### config.mk
export PLATFORM = sky130hd
export DESIGN_NAME = windowed_integral_pid_clamped_top
export DESIGN_NICKNAME = d
export VERILOG_FILES = /design/src/sv/wipc_pkg.sv /design/src/sv/windowed_integral_pid_clamped_top.sv
export SDC_FILE = /design/constraint.sdc
export NUM_CORES = 2
export LEC_CHECK = 0
export ABC_AREA = 0
export ABC_CLOCK_PERIOD_IN_PS = 6700
export BUFFER_PORTS_ARGS = -buffer_cell sky130_fd_sc_hd__buf_4
export CELL_PAD_IN_SITES_DETAIL_PLACEMENT = 0
export CELL_PAD_IN_SITES_GLOBAL_PLACEMENT = 2
export CORE_UTILIZATION = 39
export DETAILED_ROUTE_END_ITERATION = 10
export PLACE_DENSITY = 0.81
export REMOVE_ABC_BUFFERS = 1
export SLEW_MARGIN = 20
export SYNTH_ARGS = -nofsm -noshare
export SYNTH_HDL_FRONTEND = slang
export SYNTH_SLANG_ARGS = --single-unit
### constraint.sdc
create_clock -name clk -period 6.7 [get_ports clk]
set_input_delay 0.67 -clock clk [delete_from_list [all_inputs] [get_ports clk]]
set_output_delay 0.67 -clock clk [all_outputs]
set_load 0.03 [all_outputs]
### src/sv/wipc_pkg.sv
// Types and constants of the windowed integral PID block.
package wipc_pkg;

	// Field widths fixed by the interface
	localparam int COORD_BITS    = 11;
	localparam int ERR_W         = COORD_BITS + 1;
	localparam int DIFF_W        = COORD_BITS + 2;
	localparam int GAIN_W        = 16;
	localparam int WINDOW_W      = 11;
	localparam int LIMIT_W       = 15;
	localparam int DRIVE_W       = 16;
	localparam int OUT_FRAC_BITS = 8;

	// Configuration port
	localparam int CFG_DATA_W = 32;
	localparam int CFG_ADDR_W = 5;
	localparam int REG_IDX_W  = 3;

	localparam logic [REG_IDX_W-1:0] REG_KP     = 3'd0;
	localparam logic [REG_IDX_W-1:0] REG_KI     = 3'd1;
	localparam logic [REG_IDX_W-1:0] REG_KD     = 3'd2;
	localparam logic [REG_IDX_W-1:0] REG_WINDOW = 3'd3;
	localparam logic [REG_IDX_W-1:0] REG_LIMIT  = 3'd4;

	// Register reset values
	localparam logic signed [GAIN_W-1:0] KP_RESET     = -16'sd205;
	localparam logic signed [GAIN_W-1:0] KI_RESET     = -16'sd20;
	localparam logic signed [GAIN_W-1:0] KD_RESET     = 16'sd0;
	localparam logic [WINDOW_W-1:0]      WINDOW_RESET = 11'd100;
	localparam logic [LIMIT_W-1:0]       LIMIT_RESET  = 15'd11520;

	typedef logic signed [GAIN_W-1:0] gain_t;
	typedef logic [COORD_BITS-1:0]    coord_t;
	typedef logic signed [ERR_W-1:0]  err_t;
	typedef logic signed [DIFF_W-1:0] diff_t;

	typedef struct packed {
		coord_t measured_position;
		coord_t target_position;
	} in_word_t;

	typedef struct packed {
		logic signed [DRIVE_W-1:0] drive_value;
		logic                      clamped;
	} out_word_t;

endpackage

### src/sv/windowed_integral_pid_clamped_top.sv
// Top level of the windowed integral PID block with clamped output.
// One positional PID axis. Each input word carries a measured and a target coordinate;
// a measured coordinate of zero means no detection, and that word is dropped with no
// result and no state change. The error is measured minus target; the integral sums it
// (saturating to INTEGRAL_BITS) while its magnitude is below the window and is cleared
// otherwise; the derivative is the error minus the previous error. The drive is
// kp*e + ki*I + kd*d with Q.GAIN_FRAC_BITS gains, rounded to Q8.8 and clamped to the
// output limit, with a flag. The block takes one word per cycle while the output side
// can move; each result passes the input register, state update, product register and
// output register in turn, and the whole pipe halts while the output word waits to
// be taken.
// Registers sit on the APB port at byte addresses 0 (kp), 4 (ki), 8 (kd), 12 (window)
// and 16 (limit); write them only while the block is idle.
module windowed_integral_pid_clamped_top
	import wipc_pkg::*;
#(
	parameter int INTEGRAL_BITS  = 24,
	parameter int GAIN_FRAC_BITS = 12
) (
	input  logic                  clk,
	input  logic                  arst_n,
	input  logic                  in_valid,
	output logic                  in_ready,
	input  in_word_t              in_data,
	output logic                  out_valid,
	input  logic                  out_ready,
	output out_word_t             out_data,
	input  logic                  psel,
	input  logic                  penable,
	input  logic                  pwrite,
	input  logic [CFG_ADDR_W-1:0] paddr,
	input  logic [CFG_DATA_W-1:0] pwdata,
	output logic [CFG_DATA_W-1:0] prdata,
	output logic                  pready
);

	localparam int ACC_W  = INTEGRAL_BITS + 1;
	localparam int PW_P   = GAIN_W + ERR_W;
	localparam int PW_I   = GAIN_W + INTEGRAL_BITS;
	localparam int PW_D   = GAIN_W + DIFF_W;
	localparam int PW_MAX = (PW_I > PW_D) ? PW_I : PW_D;
	localparam int SUM_W  = PW_MAX + 3;
	localparam int SH     = GAIN_FRAC_BITS - OUT_FRAC_BITS;

	// Configuration registers
	gain_t                kp_q, ki_q, kd_q;
	logic [WINDOW_W-1:0]  window_q;
	logic [LIMIT_W-1:0]   limit_q;
	logic [REG_IDX_W-1:0] reg_idx;
	logic                 cfg_wr;

	// Pipeline
	logic                            adv;
	logic                            valid_s1, valid_s2, valid_s3, out_valid_q;
	coord_t                          meas_s1, targ_s1;
	err_t                            prev_err_q, err_s2;
	diff_t                           diff_s2;
	logic signed [INTEGRAL_BITS-1:0] integ_q, integ_s2;
	logic signed [PW_P-1:0]          prod_p_s3;
	logic signed [PW_I-1:0]          prod_i_s3;
	logic signed [PW_D-1:0]          prod_d_s3;
	out_word_t                       out_data_q;

	// Stage 1 combinational
	err_t                            err;
	diff_t                           diff;
	logic [ERR_W-1:0]                mag_full;
	logic [WINDOW_W-1:0]             mag;
	logic signed [ACC_W-1:0]         acc;
	logic signed [INTEGRAL_BITS-1:0] integ_next;

	// Stage 3 combinational
	logic signed [SUM_W-1:0]   sum, q, lim_ext, neg_lim;
	out_word_t                 result;

	assign reg_idx = paddr[REG_IDX_W+1:2];
	assign cfg_wr  = psel && penable && pwrite && pready;
	assign pready  = 1'b1;

	// Write configuration registers
	always_ff @(posedge clk or negedge arst_n) begin
		if (!arst_n) begin
			kp_q     <= KP_RESET;
			ki_q     <= KI_RESET;
			kd_q     <= KD_RESET;
			window_q <= WINDOW_RESET;
			limit_q  <= LIMIT_RESET;
		end else if (cfg_wr) begin
			unique case (reg_idx)
				REG_KP:     kp_q     <= pwdata[GAIN_W-1:0];
				REG_KI:     ki_q     <= pwdata[GAIN_W-1:0];
				REG_KD:     kd_q     <= pwdata[GAIN_W-1:0];
				REG_WINDOW: window_q <= pwdata[WINDOW_W-1:0];
				REG_LIMIT:  limit_q  <= pwdata[LIMIT_W-1:0];
				default:    ;
			endcase
		end
	end

	// Read back configuration registers
	always_comb begin
		unique case (reg_idx)
			REG_KP:     prdata = CFG_DATA_W'(kp_q);
			REG_KI:     prdata = CFG_DATA_W'(ki_q);
			REG_KD:     prdata = CFG_DATA_W'(kd_q);
			REG_WINDOW: prdata = CFG_DATA_W'(window_q);
			REG_LIMIT:  prdata = CFG_DATA_W'(limit_q);
			default:    prdata = '0;
		endcase
	end

	// Advance the whole pipe whenever the output register is free or being emptied
	assign adv      = !out_valid_q || out_ready;
	assign in_ready = adv;

	// Stage 1: error, derivative and windowed saturating integral
	always_comb begin
		err      = signed'({1'b0, meas_s1}) - signed'({1'b0, targ_s1});
		diff     = DIFF_W'(err) - DIFF_W'(prev_err_q);
		mag_full = err[ERR_W-1] ? ERR_W'(-err) : ERR_W'(err);
		mag      = mag_full[WINDOW_W-1:0];
		acc      = ACC_W'(integ_q) + ACC_W'(err);
		if (mag >= window_q) begin
			integ_next = '0;
		end else if (acc[ACC_W-1] != acc[ACC_W-2]) begin
			integ_next = acc[ACC_W-1] ? {1'b1, {(INTEGRAL_BITS-1){1'b0}}}
			                          : {1'b0, {(INTEGRAL_BITS-1){1'b1}}};
		end else begin
			integ_next = acc[INTEGRAL_BITS-1:0];
		end
	end

	// Control: valid bits and loop state
	always_ff @(posedge clk or negedge arst_n) begin
		if (!arst_n) begin
			valid_s1    <= 1'b0;
			valid_s2    <= 1'b0;
			valid_s3    <= 1'b0;
			out_valid_q <= 1'b0;
			prev_err_q  <= '0;
			integ_q     <= '0;
		end else if (adv) begin
			// drop words with no detection at the door
			valid_s1    <= in_valid && (in_data.measured_position != '0);
			valid_s2    <= valid_s1;
			valid_s3    <= valid_s2;
			out_valid_q <= valid_s3;
			if (valid_s1) begin
				prev_err_q <= err;
				integ_q    <= integ_next;
			end
		end
	end

	// Payload registers
	always_ff @(posedge clk) begin
		if (adv) begin
			meas_s1    <= in_data.measured_position;
			targ_s1    <= in_data.target_position;
			err_s2     <= err;
			diff_s2    <= diff;
			integ_s2   <= integ_next;
			prod_p_s3  <= kp_q * err_s2;
			prod_i_s3  <= ki_q * integ_s2;
			prod_d_s3  <= kd_q * diff_s2;
			out_data_q <= result;
		end
	end

	// Stage 3: sum, round to Q8.8, clamp
	assign sum = SUM_W'(prod_p_s3) + SUM_W'(prod_i_s3) + SUM_W'(prod_d_s3);

	generate
		if (SH > 0) begin : g_round
			localparam logic signed [SUM_W-1:0] HALF = SUM_W'(1) <<< (SH - 1);
			assign q = (sum + HALF) >>> SH;
		end else begin : g_no_round
			assign q = sum;
		end
	endgenerate

	assign lim_ext = signed'(SUM_W'(limit_q));
	assign neg_lim = -lim_ext;

	always_comb begin
		if (q > lim_ext) begin
			result.drive_value = lim_ext[DRIVE_W-1:0];
			result.clamped     = 1'b1;
		end else if (q < neg_lim) begin
			result.drive_value = neg_lim[DRIVE_W-1:0];
			result.clamped     = 1'b1;
		end else begin
			result.drive_value = q[DRIVE_W-1:0];
			result.clamped     = 1'b0;
		end
	end

	assign out_valid = out_valid_q;
	assign out_data  = out_data_q;

endmodule

After elaboration in Yosys (flattened, before gate mapping):

Cells that the tools add are included.
Widths: inputs -> output; s select.

* add/subtract/negate cells: 8
* multiply operators: 3
* magnitude comparators: 3
* eq/ne operators: 5
* multiplexer cells: 7
* reduce and logical (&&, ||, !) cells: 13

Operators with widths (count)
* $pmux 32 s5: 1
* $mux 24: 3
* $add 42x5->43 const B: 1
* $lt 39x43->1: 1
* $neg 15->43: 1
* $add 41x29->42: 1
* $add 28x40->41: 1
* $mul 16x24->40: 1
* $gt 39x16->1: 1
* $mul 16x13->29: 1
* $mul 16x12->28: 1
* $add 24x12->25: 1
* $mux 17: 1
* $mux 16: 1
* $sub 12x12->13: 1
* $reduce_and 2->1: 6
* $sub 11x11->12: 1
* $ge 11x11->1: 1
* $mux 11: 1
* $neg 11->11: 1
* $reduce_bool 11->1: 1
* $eq 3x2->1 const B: 2
* $eq 3x1->1 const B: 1
* $eq 3x3->1 const B: 1
* 5 further kinds: 7

* register bits: 299
* bits of input ports: 66
* output and inout port bits: 52
* word-level logic and storage cells: 61

Depth between registers and ports, before layout:

* word-level depth: 6
* mapped depth: 28
* mapped depth without buffers: 25

Worst setup path after synthesis:

OpenSTA, ideal clock, no wires.

* path kind: flip-flop to flip-flop
* from: register prod_p_s3[27]
* to: register out_data_q, in the netlist out_data[13], data pin
* setup time: 0.262 ns
* data arrival time: 6.041 ns
* required time: 6.438 ns
* setup slack: 0.397 ns
* stages on the path, launching flop included: 25
* path buffers: 3
* clock period less this slack: 6.303 ns
* cells stage by stage: edfxtp_1 -> fa_1 -> ha_1 -> ha_1 -> buf_2 -> nand2_1 -> o21ai_0 -> o21bai_1 -> and2_1 -> o211a_1 -> nor2_1 -> o41a_1 -> o21ba_1 -> a21oi_4 -> inv_2 -> buf_2 -> ha_1 -> nand4_1 -> or4_1 -> o211a_1 -> xnor2_1 -> o21ai_1 -> clkbuf_1 -> o21ai_0 -> mux2_1

RTL lines
* start: declaration: line windowed_integral_pid_clamped_top.sv:59 `logic signed [PW_P-1:0] prod_p_s3;`
* start signal: assignment: line windowed_integral_pid_clamped_top.sv:163 `prod_p_s3 <= kp_q * err_s2;`
* end signal: assignment: line windowed_integral_pid_clamped_top.sv:166 `out_data_q <= result;`
* end: declaration: line windowed_integral_pid_clamped_top.sv:62 `out_word_t out_data_q;`

Final worst setup path:

* from: register ki_q[2]
* to: register prod_i_s3[36], data pin

* longest elaborated chain between the ends: 1

Ends and longest elaborated chain
* start: declaration: line windowed_integral_pid_clamped_top.sv:46 `gain_t kp_q, ki_q, kd_q;`
* start signal: assignment: line windowed_integral_pid_clamped_top.sv:91 `REG_KI: ki_q <= pwdata[GAIN_W-1:0];`
* $mul 16x24->40: line windowed_integral_pid_clamped_top.sv:164 `prod_i_s3 <= ki_q * integ_s2;`
* end signal: assignment: line windowed_integral_pid_clamped_top.sv:164
* end: declaration: line windowed_integral_pid_clamped_top.sv:60 `logic signed [PW_I-1:0] prod_i_s3;`

No other way between the ends.
A chain may end at the register's enable or synchronous reset.

==> flow_metrics.tcl <==
set metrics [dict create \
    synth_largest_area_cell "fa_1" \
    fin_skew_ns 0.0429 \
    synthArstFlopShare_pct 38.1 \
    cts_max_path_buffers 3 \
    grt_busiest_layer "met2" \
    routedWlPerCell_um 19.2 \
    seqCellArea_sq_um 8470 \
    multiInputGateArea_sq_um 34200 \
    syn_area_per_cell_sq_um 9.64 \
    slew_headroom_pct 21.9 \
    final_antenna_net_count 0 \
    fin_crit_sh_pct 96.0 \
    first_global_vias 34800 \
    grt_overflow_total 0 \
    cts_buffers 37 \
    dr.pass1.iters 8 \
    synth_commonest_cells "inv_1 (987), fa_1 (789), nand2_1 (596), ha_1 (427), and2_1 (272)" \
    tightest_slew_ns 1.17 \
    gr-usage-met3_pct 2.32 \
    ys_seq_area_share_pct 17.9 \
    synth_fa_ha_area_share_pct 44.8 \
    crit_end "prod_i_s3[36]" \
    drc 0 \
    synth_compound_area_share_pct 8.57 \
    netlist_instances 4889 \
    slew_viol_final 0 \
    die_h_um 350 \
    cts_root_buf "clkbuf_16" \
    drive_above_1_share_pct 10.9 \
    critical_path.slowest_cell "dfstp_4" \
    cap_violations 0 \
    synth_area_leaders "fa_1 (34%), edfxtp_1 (12%), ha_1 (11%), inv_1 (7.9%), nand2_1 (4.7%)" \
    synth_edf_count 185 \
    start_kind "flop" \
    yosysMostFrequentCell "inv_1" \
    cp_cell_sequence "clkbuf_4 > nand2_1 > fa_1 > inv_1 > fa_1 > fa_1 > fa_1 > inv_1 > fa_1 > fa_1 > inv_1 > ha_1 > nand2_1 > nor2_2 > and3_1 > o211ai_1 > a21oi_2 > o221ai_1 > o21ai_1 > buf_4 > nand4_1 > and3b_1 > xnor2_1" \
    crit_type "flop to flop" \
    crit_start "ki_q[2]" \
    design_area_sq_um 52000 \
    routabilityCongestion 0.884 \
    htree_levels 2 \
    synth_top_family_by_area "adder cells" \
    cp_top_family "adder cells" \
    arrival_ns 6.76 \
    cp_common_cell "fa_1" \
    r2r-start "ki_q[2]" \
    num_vias 33500 \
    grt_max_degree 123 \
    start_util_pct 39.3 \
    grtUsageMet1_pct 32.2 \
    dpl-instance-area_sq_um 50500 \
    port_buffers 98 \
    vias_per_cell 5.02 \
    path_depth 23 \
    crit_required_ns 7.03 \
    synthFlopType "edfxtp_1" \
    endpoint_kind "flop" \
    fillers 11900 \
    dpl.hpwl_um 106000 \
    cts_tree "done" \
    synth.distinct_cells 97 \
    synth_mux_area_share_pct 2.22 \
    status "completed" \
    clock_sinks 299 \
    die_w_um 350 \
    grt_pass1_wl_um 203000 \
    min_period_ns 6.43 \
    core_area_sq_um 120000 \
    synth.top_cell.area_share_pct 33.5 \
    antenna_found_initial 11 \
    r2r_end "prod_i_s3[36]" \
    die_area_sq_um 122000 \
    crit_buf_inv 5 \
    cts_hold_buffers 0 \
    critical_path.max_fanout 8 \
    yosys_warnings 0 \
    wirelength_um 128000 \
    pin_count 118 \
    hp-class "primary input to asynchronous set/reset pin" \
    fin_nets 6306 \
    drt_iter0_drc 2096 \
    synth_xor_xnor_area_share_pct 3.51 \
    rr_worst_depth 23 \
    insertion_delay_ns 0.59 \
    syn_area_sq_um 47100 \
    max_stage_delay_ns 0.71 \
    path_clk_slew_ns 0.07 \
    fmax_mhz 156 \
    track_usage_pct 21.5 \
    reg2reg_setup_slack_ns 0.27 \
    setup_viol 0 \
    rows 127 \
    ys_seq_elements 299 \
    area_delta_synth_final_pct 10.4 \
    hold_viol 0 \
    gr-usage-met2_pct 33.6 \
    synth_simple_gate_area_share_pct 13.2 \
]
-- metrics by stage --
step           utilization, %  std cells  TNS (ns)  worst slack [ns]  hold WS (ns)
3_3_place_gp             42.1       6576         0            0.0642         0.449
2_1_floorplan               -       4693    -23.00             -1.09         0.374
6_report                 43.4       6665         0             0.269         0.174
5_1_grt                  43.4       6664  -0.00361          -0.00361         0.211
4_1_cts                  43.1       6643         0            0.0975         0.187
3_5_place_dp             42.1       6576         0          0.000734         0.455
-- how the worst min path moves through the flow --
stage,startpoint,to,slack [ns],cells after the start
2_1_floorplan,arst_n,integ_q[0],0.37,0
3_3_place_gp,valid_s3,valid_s3,0.45,2
3_5_place_dp,valid_s3,valid_s3,0.45,2
4_1_cts,arst_n,prev_err_q[10],0.19,1
5_1_grt,arst_n,prev_err_q[10],0.21,1
6_report,arst_n,prev_err_q[10],0.17,1
-- timing repair --
item | in CTS | in global routing
endpoints found under the setup margin | 2 | 35
gates resized for setup | 1 | 32
pin swaps | 0 | 7
setup buffers | 0 | 21
-- layout by cell type (no fill, tap or decap), types with 8 or more instances in the layout --
cell,count
nand2_1,596
inv_1,985
a311oi_2,13
nor2b_1,31
nor2_1,164
a31oi_1,11
buf_4,273
mux2_2,85
and2_1,271
a21o_1,71
o21ai_1,8
buf_12,17
nand3_1,38
nand4_1,25
nor3_1,47
nor4_1,9
o21a_1,21
clkbuf_16,39
a22oi_1,22
xor2_1,54
xnor2_1,134
fa_1,789
mux2i_1,8
a21oi_2,16
and3_1,19
a21oi_1,184
o22ai_1,14
ha_1,427
edfxtp_1,185
a211oi_1,22
o211ai_1,13
nand2b_1,49
a311oi_1,10
dfrtp_1,80
o21ai_0,96
dfstp_2,27
or3_1,14
o21bai_1,26
clkbuf_1,10
-- registers in the layout, summed over array words and instances, names as in the netlist, 11 cells and up --
| register | flops |
|---|---|
| kd_q | 16 |
| prod_p_s3 | 28 |
| diff_s2 | 13 |
| ki_q | 16 |
| meas_s1 | 11 |
| kp_q | 16 |
| prod_i_s3 | 40 |
| prev_err_q | 12 |
| targ_s1 | 11 |
| integ_s2 | 24 |
| window_q | 11 |
| out_data | 17 |
| integ_q | 24 |
| err_s2 | 12 |
| prod_d_s3 | 29 |
| limit_q | 15 |
-- cell families (layout without fill, tap and decap cells) --
kind of cell | Yosys count | count (layout)
buffers and inverters | 1185 | 1348
DFF | 299 | 299
AOI/OAI and AO/OA | 602 | 602
adders and majority gates | 1216 | 1216
other | 1 | 2
and+or+nand+nor | 1303 | 1303
muxes | 94 | 94
xor gates and xnor gates | 189 | 189
-- area by class of cell --
cell class | instances | share of cell area, %
Inverter | 989 | 7.15
Antenna cell | 1 | 0.00481
Clock buffer | 52 | 2.03
Sequential cell | 299 | 16.3
Multi-Input combinational cell | 3405 | 65.8
Tap cell | 1612 | 3.88
Clock inverter | 15 | 0.284
Timing Repair Buffer | 292 | 4.63
-- per-layer routing --
layer / part of all wire (%) / up-vias
met5: 0.010 / -
met4: 2.1 / 2
met3: 5.2 / 117
met2: 44 / 715
met1: 48 / 17000
li1: - / 15600
Power is left out: the tool's default activity adds up to more than one toggle a clock period on the data nets, which glitch-free logic cannot reach.
